==> src/design/nrmc_pkg.sv <==
// ----------------------------------------------------------------------------
// nrmc_pkg
// Constants, types and helpers shared by the NMEA RMC time/date extractor.
// ----------------------------------------------------------------------------
package nrmc_pkg;

	localparam int MAX_LINE    = 256;
	localparam int POS_W       = $clog2(MAX_LINE + 1);
	localparam int PREFIX_LEN  = 6;
	localparam int TIME_FIRST  = 7;
	localparam int TIME_LAST   = 12;
	localparam int TIME_NEEDED = 13;
	localparam int DATE_COMMA  = 9;
	localparam int FIELD_CHARS = 6;
	localparam int IDX_W       = $clog2(FIELD_CHARS + 1);

	localparam logic [7:0] CHAR_NEWLINE = 8'h0A;
	localparam logic [7:0] CHAR_COMMA   = 8'h2C;
	localparam logic [7:0] CHAR_ZERO    = 8'h30;
	localparam logic [7:0] CHAR_NINE    = 8'h39;

	typedef logic [FIELD_CHARS-1:0][7:0] chars_t;

	// Line state seen by the decoder when a newline arrives
	typedef struct packed {
		logic   matched;
		logic   time_full;
		logic   date_found;
		chars_t time_chars;
		chars_t date_chars;
	} snap_t;

	// One result transaction
	typedef struct packed {
		logic [6:0] hours;
		logic [6:0] minutes;
		logic [6:0] seconds;
		logic [6:0] day;
		logic [6:0] month;
		logic [6:0] year;
		logic       date_found;
		logic       format_error;
	} res_t;

	function automatic logic [7:0] prefix_char(input logic [2:0] idx);
		logic [7:0] c;
		unique case (idx)
			3'd0:    c = 8'h24; // $
			3'd1:    c = 8'h47; // G
			3'd2:    c = 8'h4E; // N
			3'd3:    c = 8'h52; // R
			3'd4:    c = 8'h4D; // M
			3'd5:    c = 8'h43; // C
			default: c = 8'h00;
		endcase
		return c;
	endfunction

	function automatic logic is_digit(input logic [7:0] c);
		return (c >= CHAR_ZERO) && (c <= CHAR_NINE);
	endfunction

	// Two ASCII digits to 0..99
	function automatic logic [6:0] pair_value(input logic [7:0] hi, input logic [7:0] lo);
		return 7'(7'(hi[3:0]) * 7'd10 + 7'(lo[3:0]));
	endfunction

endpackage

==> src/design/nmea_rmc_time_date_extractor.sv <==
// After its newline byte is accepted, a result passes through the input
// register, then the result register.
// Throughput: one byte per cycle while results are taken; a stalled result
// holds the byte in the input register, so the input stalls until it is taken.
// Reset clears the line state (position, prefix flag, comma and date counts)
// and both valid flags; the capture buffers are not reset.
// ----------------------------------------------------------------------------
// nmea_rmc_time_date_extractor
// Extracts UTC time and date from $GNRMC lines in a received byte stream.
// ----------------------------------------------------------------------------
module nmea_rmc_time_date_extractor (
	input  logic       clk,
	input  logic       arst_n,
	input  logic       in_valid,
	output logic       in_stall,
	input  logic [7:0] rx_byte,
	output logic       out_valid,
	input  logic       out_stall,
	output logic [6:0] hours,
	output logic [6:0] minutes,
	output logic [6:0] seconds,
	output logic [6:0] day,
	output logic [6:0] month,
	output logic [6:0] year,
	output logic       date_found,
	output logic       format_error
);

	logic            valid_s1;
	logic [7:0]      byte_s1;
	logic            out_valid_s2;
	nrmc_pkg::res_t  res_s2;

	logic            advance;
	logic            step;
	nrmc_pkg::snap_t snap;
	nrmc_pkg::res_t  res;

	assign advance  = !(out_valid_s2 && out_stall);
	assign in_stall = valid_s1 && !advance;
	assign step     = valid_s1 && advance;

	// Input register; drop bytes of 128 and above here
	always_ff @(posedge clk or negedge arst_n) begin
		if (!arst_n) begin
			valid_s1 <= 1'b0;
		end else if (!in_stall) begin
			valid_s1 <= in_valid && !rx_byte[7];
		end
	end

	always_ff @(posedge clk) begin
		if (!in_stall && in_valid) begin
			byte_s1 <= rx_byte;
		end
	end

	nrmc_capture u_capture (
		.clk     (clk),
		.arst_n  (arst_n),
		.step    (step),
		.char_in (byte_s1),
		.snap    (snap)
	);

	nrmc_decode u_decode (
		.snap (snap),
		.res  (res)
	);

	// Result register; hold while stalled
	always_ff @(posedge clk or negedge arst_n) begin
		if (!arst_n) begin
			out_valid_s2 <= 1'b0;
		end else if (advance) begin
			out_valid_s2 <= step && (byte_s1 == nrmc_pkg::CHAR_NEWLINE) && snap.matched;
		end
	end

	always_ff @(posedge clk) begin
		if (advance) begin
			res_s2 <= res;
		end
	end

	assign out_valid    = out_valid_s2;
	assign hours        = res_s2.hours;
	assign minutes      = res_s2.minutes;
	assign seconds      = res_s2.seconds;
	assign day          = res_s2.day;
	assign month        = res_s2.month;
	assign year         = res_s2.year;
	assign date_found   = res_s2.date_found;
	assign format_error = res_s2.format_error;

endmodule

==> src/design/nrmc_capture.sv <==
// ----------------------------------------------------------------------------
// nrmc_capture
// Line tracker: position, prefix check, comma count and character capture.
// ----------------------------------------------------------------------------
module nrmc_capture (
	input  logic                clk,
	input  logic                arst_n,
	input  logic                step,
	input  logic [7:0]          char_in,
	output nrmc_pkg::snap_t     snap
);

	logic [nrmc_pkg::POS_W-1:0] pos_q;
	logic                       prefix_q;
	logic [3:0]                 comma_q;
	logic [nrmc_pkg::IDX_W-1:0] taken_q;
	nrmc_pkg::chars_t           time_q;
	nrmc_pkg::chars_t           date_q;

	logic is_nl;
	logic room;
	logic in_prefix;
	logic in_time;
	logic take_date;

	assign is_nl     = (char_in == nrmc_pkg::CHAR_NEWLINE);
	assign room      = (pos_q < nrmc_pkg::POS_W'(nrmc_pkg::MAX_LINE));
	assign in_prefix = (pos_q < nrmc_pkg::POS_W'(nrmc_pkg::PREFIX_LEN));
	assign in_time   = (pos_q >= nrmc_pkg::POS_W'(nrmc_pkg::TIME_FIRST)) &&
	                   (pos_q <= nrmc_pkg::POS_W'(nrmc_pkg::TIME_LAST));
	assign take_date = (comma_q == 4'(nrmc_pkg::DATE_COMMA)) &&
	                   (taken_q < nrmc_pkg::IDX_W'(nrmc_pkg::FIELD_CHARS));

	// Advance line state; clear it on newline
	always_ff @(posedge clk or negedge arst_n) begin
		if (!arst_n) begin
			pos_q    <= '0;
			prefix_q <= 1'b1;
			comma_q  <= '0;
			taken_q  <= '0;
		end else if (step) begin
			if (is_nl) begin
				pos_q    <= '0;
				prefix_q <= 1'b1;
				comma_q  <= '0;
				taken_q  <= '0;
			end else if (room) begin
				pos_q <= pos_q + 1'b1;
				if (in_prefix && (char_in != nrmc_pkg::prefix_char(pos_q[2:0]))) begin
					prefix_q <= 1'b0;
				end
				if (take_date) begin
					taken_q <= taken_q + 1'b1;
				end
				if ((char_in == nrmc_pkg::CHAR_COMMA) &&
				    (comma_q < 4'(nrmc_pkg::DATE_COMMA))) begin
					comma_q <= comma_q + 1'b1;
				end
			end
		end
	end

	// Capture time and date characters
	always_ff @(posedge clk) begin
		if (step && !is_nl && room) begin
			if (in_time) begin
				time_q[3'(pos_q - nrmc_pkg::POS_W'(nrmc_pkg::TIME_FIRST))] <= char_in;
			end
			if (take_date) begin
				date_q[taken_q] <= char_in;
			end
		end
	end

	// Present line state to the decoder
	assign snap.matched    = prefix_q && !in_prefix;
	assign snap.time_full  = (pos_q >= nrmc_pkg::POS_W'(nrmc_pkg::TIME_NEEDED));
	assign snap.date_found = (taken_q >= nrmc_pkg::IDX_W'(nrmc_pkg::FIELD_CHARS));
	assign snap.time_chars = time_q;
	assign snap.date_chars = date_q;

endmodule

==> src/design/nrmc_decode.sv <==
// ----------------------------------------------------------------------------
// nrmc_decode
// Digit check and pair conversion of the captured time and date.
// ----------------------------------------------------------------------------
module nrmc_decode (
	input  nrmc_pkg::snap_t snap,
	output nrmc_pkg::res_t  res
);

	logic time_digits;
	logic date_digits;
	logic time_ok;
	logic date_ok;

	// Check every captured character for a digit
	always_comb begin
		time_digits = 1'b1;
		date_digits = 1'b1;
		for (int i = 0; i < nrmc_pkg::FIELD_CHARS; i++) begin
			time_digits = time_digits & nrmc_pkg::is_digit(snap.time_chars[i]);
			date_digits = date_digits & nrmc_pkg::is_digit(snap.date_chars[i]);
		end
	end

	assign time_ok = snap.time_full && time_digits;
	assign date_ok = snap.date_found && date_digits;

	// Convert pairs; zero the fields that failed
	always_comb begin
		res = '0;
		if (time_ok) begin
			res.hours   = nrmc_pkg::pair_value(snap.time_chars[0], snap.time_chars[1]);
			res.minutes = nrmc_pkg::pair_value(snap.time_chars[2], snap.time_chars[3]);
			res.seconds = nrmc_pkg::pair_value(snap.time_chars[4], snap.time_chars[5]);
		end
		if (date_ok) begin
			res.day   = nrmc_pkg::pair_value(snap.date_chars[0], snap.date_chars[1]);
			res.month = nrmc_pkg::pair_value(snap.date_chars[2], snap.date_chars[3]);
			res.year  = nrmc_pkg::pair_value(snap.date_chars[4], snap.date_chars[5]);
		end
		res.date_found   = snap.date_found;
		res.format_error = !time_ok || (snap.date_found && !date_ok);
	end

endmodule

==> config.mk <==
export PLATFORM = sky130hd
export DESIGN_NAME = nmea_rmc_time_date_extractor
export DESIGN_NICKNAME = d
export VERILOG_FILES = /design/src/design/nrmc_pkg.sv /design/src/design/nmea_rmc_time_date_extractor.sv /design/src/design/nrmc_capture.sv /design/src/design/nrmc_decode.sv
export SDC_FILE = /design/constraint.sdc
export NUM_CORES = 1
export LEC_CHECK = 0
export ABC_CLOCK_PERIOD_IN_PS = 2300
export BUFFER_PORTS_ARGS = -buffer_cell sky130_fd_sc_hd__buf_2
export CAP_MARGIN = 20
export CORE_UTILIZATION = 40
export DETAILED_ROUTE_END_ITERATION = 8
export PLACE_DENSITY = 0.64
export SLEW_MARGIN = 5
export SYNTH_ARGS = -nofsm -noshare
export SYNTH_HDL_FRONTEND = slang
export SYNTH_SLANG_ARGS = --single-unit
export TNS_END_PERCENT = 10
==> constraint.sdc <==
create_clock -name clk -period 2.3 [get_ports clk]
set_input_delay 0.345 -clock clk [delete_from_list [all_inputs] [get_ports clk]]
set_output_delay 0.345 -clock clk [all_outputs]
set_load 0.03 [all_outputs]
==> impl_summary.txt <==
----------------------------------------------------
[Synthesis]
  Fraction of registers with async set/reset ... 11.4%
  Primary FF master, synth ... sky130_fd_sc_hd__edfxtp_1
  Synth Net Count ... 602
  Share of the yosys chip area belonging to registers ... 65.4%
  Synth unique cells ... 55
  Post-Syn Area ... 7520 um^2
  Number of synthesized flops with an enable pin ... 148
  Synthesized netlist cell count ... 529
  Count of yosys warnings during synthesis ... 0
  Average footprint of a synthesized cell ... 14.2 um^2
  Number of register bits inferred by synthesis ... 167

[Clock tree]
  Clock slew at the register clock pins of the worst setup and hold paths ... 0.07 ns
  Buffer cell driving the clock tree root ... sky130_fd_sc_hd__clkbuf_16
  CTS Buf Count ... 17
  Clock Tree Buf Depth ... 2
  Clock insertion delay at the later pin of the skew report ... 0.43 ns
  Clock tree from TritonCTS ... yes
  Total number of H-tree levels ... 4
  Sink count of the clock tree ... 167

[STA]
  Unrepaired setup endpoints after global routing ... no
  Achievable Freq ... 0.457 GHz
  Pins Over Slew Limit ... 0
  Post-layout min period ... 2.19 ns
  Count of final setup violators ... 0
  Relative slew margins ... 51.0%
  Post-route fraction of the period consumed by the critical path ... 95.2%
  Actual transition at the worst max-transition pin ... 0.732 ns
  Final number of hold-violating endpoints ... 0
  Worst setup skew after layout ... 0.0141 ns

[Routing]
  Drt first-iter violations ... 256
  Met1 wire length ... 6200 um
  Total vias in the final route ... 4358
  Detailed route wirelength on metal2 ... 6630 um
  Vias per cell ... 4.97
  ANT nets after route ... 0
  Detail-routed net length per standard cell ... 15.7 um
  Met3 routed wirelength ... 671 um
  Highest Signal Layer ... met4
  Number of remaining DRC errors ... 7
  Total routed wirelength ... 13700 um
  Pre-antenna DRT Iters ... 7

[Die]
  Area of the die ... 19400 um^2
  Rows ... 49
  Number of ports placed on the die boundary ... 58
  Area of the placeable core ... 18200 um^2
  Effective utilization at floorplan ... 41.3%
  Die boundary height ... 139 um
  Chip Width ... 139 um

[Cells and area]
  Layout cells sized above 1 ... 21.5%
  Layout Nets ... 708
  Fill cell count ... 1541
  Layout-stage area growth over the synthesis result ... 18.8%
  Commonest non-fill, non-tap cell in the layout ... sky130_fd_sc_hd__edfxtp_1
  Post-layout instance count excluding filler cells ... 877
  Commonest non-fill, non-tap cells in the layout ... sky130_fd_sc_hd__edfxtp_1, sky130_fd_sc_hd__buf_2, sky130_fd_sc_hd__nor2_1, sky130_fd_sc_hd__ha_1, sky130_fd_sc_hd__buf_4
  Post-layout utilization of the core ... 49.1%
  Area used by sequential logic in the layout ... 4920 um^2
  Area of combinational cells with multiple inputs ... 2500 um^2
  Antenna Cells ... 0

[Critical path]
  Cell-by-cell listing of the critical path ... or4b_4, nor4_4, buf_4, nand3_1, a32o_1
  Cell family with the largest share of critical-path delay ... simple AND/OR/NAND/NOR gates
  Number of buffers and inverters on the critical path ... 1
  Reg-to-reg slack, setup ... 0.11 ns
  Largest stage delay on the critical path ... 0.58 ns
  Slowest cell on the critical path ... sky130_fd_sc_hd__or4b_4
  Number of cells on the worst reg-to-reg path ... 5
  Worst setup path class ... flip-flop to flip-flop
  Startpoint of the lowest-slack register-to-register path ... byte_s1[4]
  Biggest fanout along the worst timing path ... 8
  Data arrival time of the worst path ... 2.51 ns
  Required time at the endpoint of the critical path ... 2.62 ns
  RR Endpoint ... u_capture.pos_q[8]
  CP startpoint kind ... flip-flop
  Type of destination of the critical path ... flip-flop

[Global routing]
  Number of antenna violations at the first check in global routing ... 0
  Total Routing Usage GR ... 15.5%
  Pin count of the biggest net entering global routing ... 46
  First-pass GRT wire length ... 22700 um
  GRT overflow ... 0
  Number of global-route vias before repair ... 4364

[Min path]
  Hold-critical path depth ... 1
  Hold EP ... byte_s1[2]
  Classification of the worst-slack hold path ... input port to flip-flop
  Worst hold path startpoint ... rx_byte[2]

[Place]
  HPWL Detailed ... 9450 um
  Port buffer count ... 57
  Instance count after placement with tap cells included ... 844
  Weighted congestion reported at the end of routability-driven placement ... 0.853

[Job]
  Max-cap violations ... 0

[Pwr]
  VDD IR-drop max ... 0.519 mV
  Cell leakage power ... 0.00373 uW
  Power density of the placed cells ... 748 nW/um^2

[Outcome]
  Result of the run ... complete, but fails checks
  Failing checks ... DRC

----------------------------------------------------
worst register-to-register path: stages, from the launching register on:
cell	delay [ns]
sky130_fd_sc_hd__edfxtp_1	0.39
sky130_fd_sc_hd__or4b_4	0.58
sky130_fd_sc_hd__nor4_4	0.34
sky130_fd_sc_hd__buf_4	0.20
sky130_fd_sc_hd__nand3_1	0.27
sky130_fd_sc_hd__a32o_1	0.31
kinds of logic after synthesis:
logic type	count (synthesis)	synth area share (%)
xor gates and xnor gates	33	3.84
muxes	1	0.133
DFF	167	65.4
adders and majority gates	61	11.3
and+or+nand+nor	164	11.9
buffers and inverters	35	1.81
AOI/OAI and AO/OA	68	5.60
stage by stage:
step           hold WS (ns)  total power [uW]  TNS, ns  cell area (um^2)  setup slack (ns)
3_5_place_dp          0.315              4060  -0.0965              8350           -0.0122
3_3_place_gp          0.310              4050        0              8350            0.0168
2_1_floorplan        0.0494              3880    -5.81              7550           -0.0820
4_1_cts              0.0674              6730        0              8920           0.00501
5_1_grt              0.0624              6940        0              8940           0.00630
6_report             0.0829              6680        0              8940             0.111
repair_timing:
action,in CTS,in global routing
buffers inserted,0,0
hold endpoints to repair,18,0
endpoints found under the setup margin,0,77
hold buffers,1,0
resized for setup,0,4
layout make-up:
type / count / share of cell area, %
clock inverters: 15 / 1.53
multi-input cells: 327 / 28.0
well taps: 229 / 3.21
repair buffers: 92 / 6.16
clock buffers: 17 / 4.76
flip-flops and latches: 167 / 55.1
inverters: 30 / 1.26
power by group:
group / leakage, uW / internal (uW) / total [uW] / switching, uW
clock network: 0.000275 / 1430 / 2680 / 1260
registers: 0.00173 / 3360 / 3430 / 74.0
logic: 0.00172 / 234 / 570 / 336
registers in the layout, indices dropped and copies added, names as in the netlist:
name	cells
byte_s1	8
date_found	1
day	7
format_error	1
hours	7
minutes	7
month	7
out_valid	1
seconds	7
u_capture.comma_q	4
u_capture.pos_q	9
u_capture.prefix_q	1
u_capture.snap	96
u_capture.taken_q	3
valid_s1	1
year	7
layer usage:
layer / GRT usage [%] / up-vias
li1: - / 2170
met1: 19.5 / 2083
met2: 25.6 / 88
met3: 4.35 / 17
met4: 5.67 / 0
met5: 0 / -
how the worst max path moves through the flow:
stage	startpoint	to	depth (start not counted)
global placement	out_stall	u_capture.snap[80]	7
floorplan	out_valid	u_capture.snap[16]	5
global route	byte_s1[4]	u_capture.comma_q[0]	6
finish	byte_s1[4]	u_capture.pos_q[8]	5
CTS	out_valid	u_capture.snap[86]	6
detailed placement	out_stall	u_capture.snap[81]	7
Yosys cell counts, types with 2 or more instances:
cell                       instances  share of area, %
sky130_fd_sc_hd__edfxtp_1        148                59
sky130_fd_sc_hd__nand2b_1          6              0.50
sky130_fd_sc_hd__nor3b_1           2              0.20
sky130_fd_sc_hd__a21oi_1          15               1.0
sky130_fd_sc_hd__o21bai_1          2              0.20
sky130_fd_sc_hd__nor3_1           15               1.0
sky130_fd_sc_hd__nor2b_1          14               1.2
sky130_fd_sc_hd__inv_1            29               1.4
sky130_fd_sc_hd__and3_1           14               1.2
sky130_fd_sc_hd__nand3_1          12              0.80
sky130_fd_sc_hd__xnor2_1          14               1.6
sky130_fd_sc_hd__buf_2             3              0.20
sky130_fd_sc_hd__nor4_1            2              0.17
sky130_fd_sc_hd__xor2_1           19               2.2
sky130_fd_sc_hd__fa_1             12               3.2
sky130_fd_sc_hd__a211oi_1          2              0.20
sky130_fd_sc_hd__nor4bb_1          5              0.67
sky130_fd_sc_hd__or3_1             3              0.25
sky130_fd_sc_hd__a32o_1            2              0.27
sky130_fd_sc_hd__and2_1            2              0.17
sky130_fd_sc_hd__nor2_1           50               2.5
sky130_fd_sc_hd__ha_1             49               8.1
sky130_fd_sc_hd__o21ai_0          26               1.7
sky130_fd_sc_hd__a21o_1            6              0.60
sky130_fd_sc_hd__dfrtp_1          18               6.0
sky130_fd_sc_hd__and4_1            2              0.23
sky130_fd_sc_hd__nand4_1           8              0.67
sky130_fd_sc_hd__and4b_1           2              0.27
sky130_fd_sc_hd__o31ai_1           2              0.20
sky130_fd_sc_hd__nand2_1          20               1.0
No activity file was read; power rests on OpenSTA's default activity.
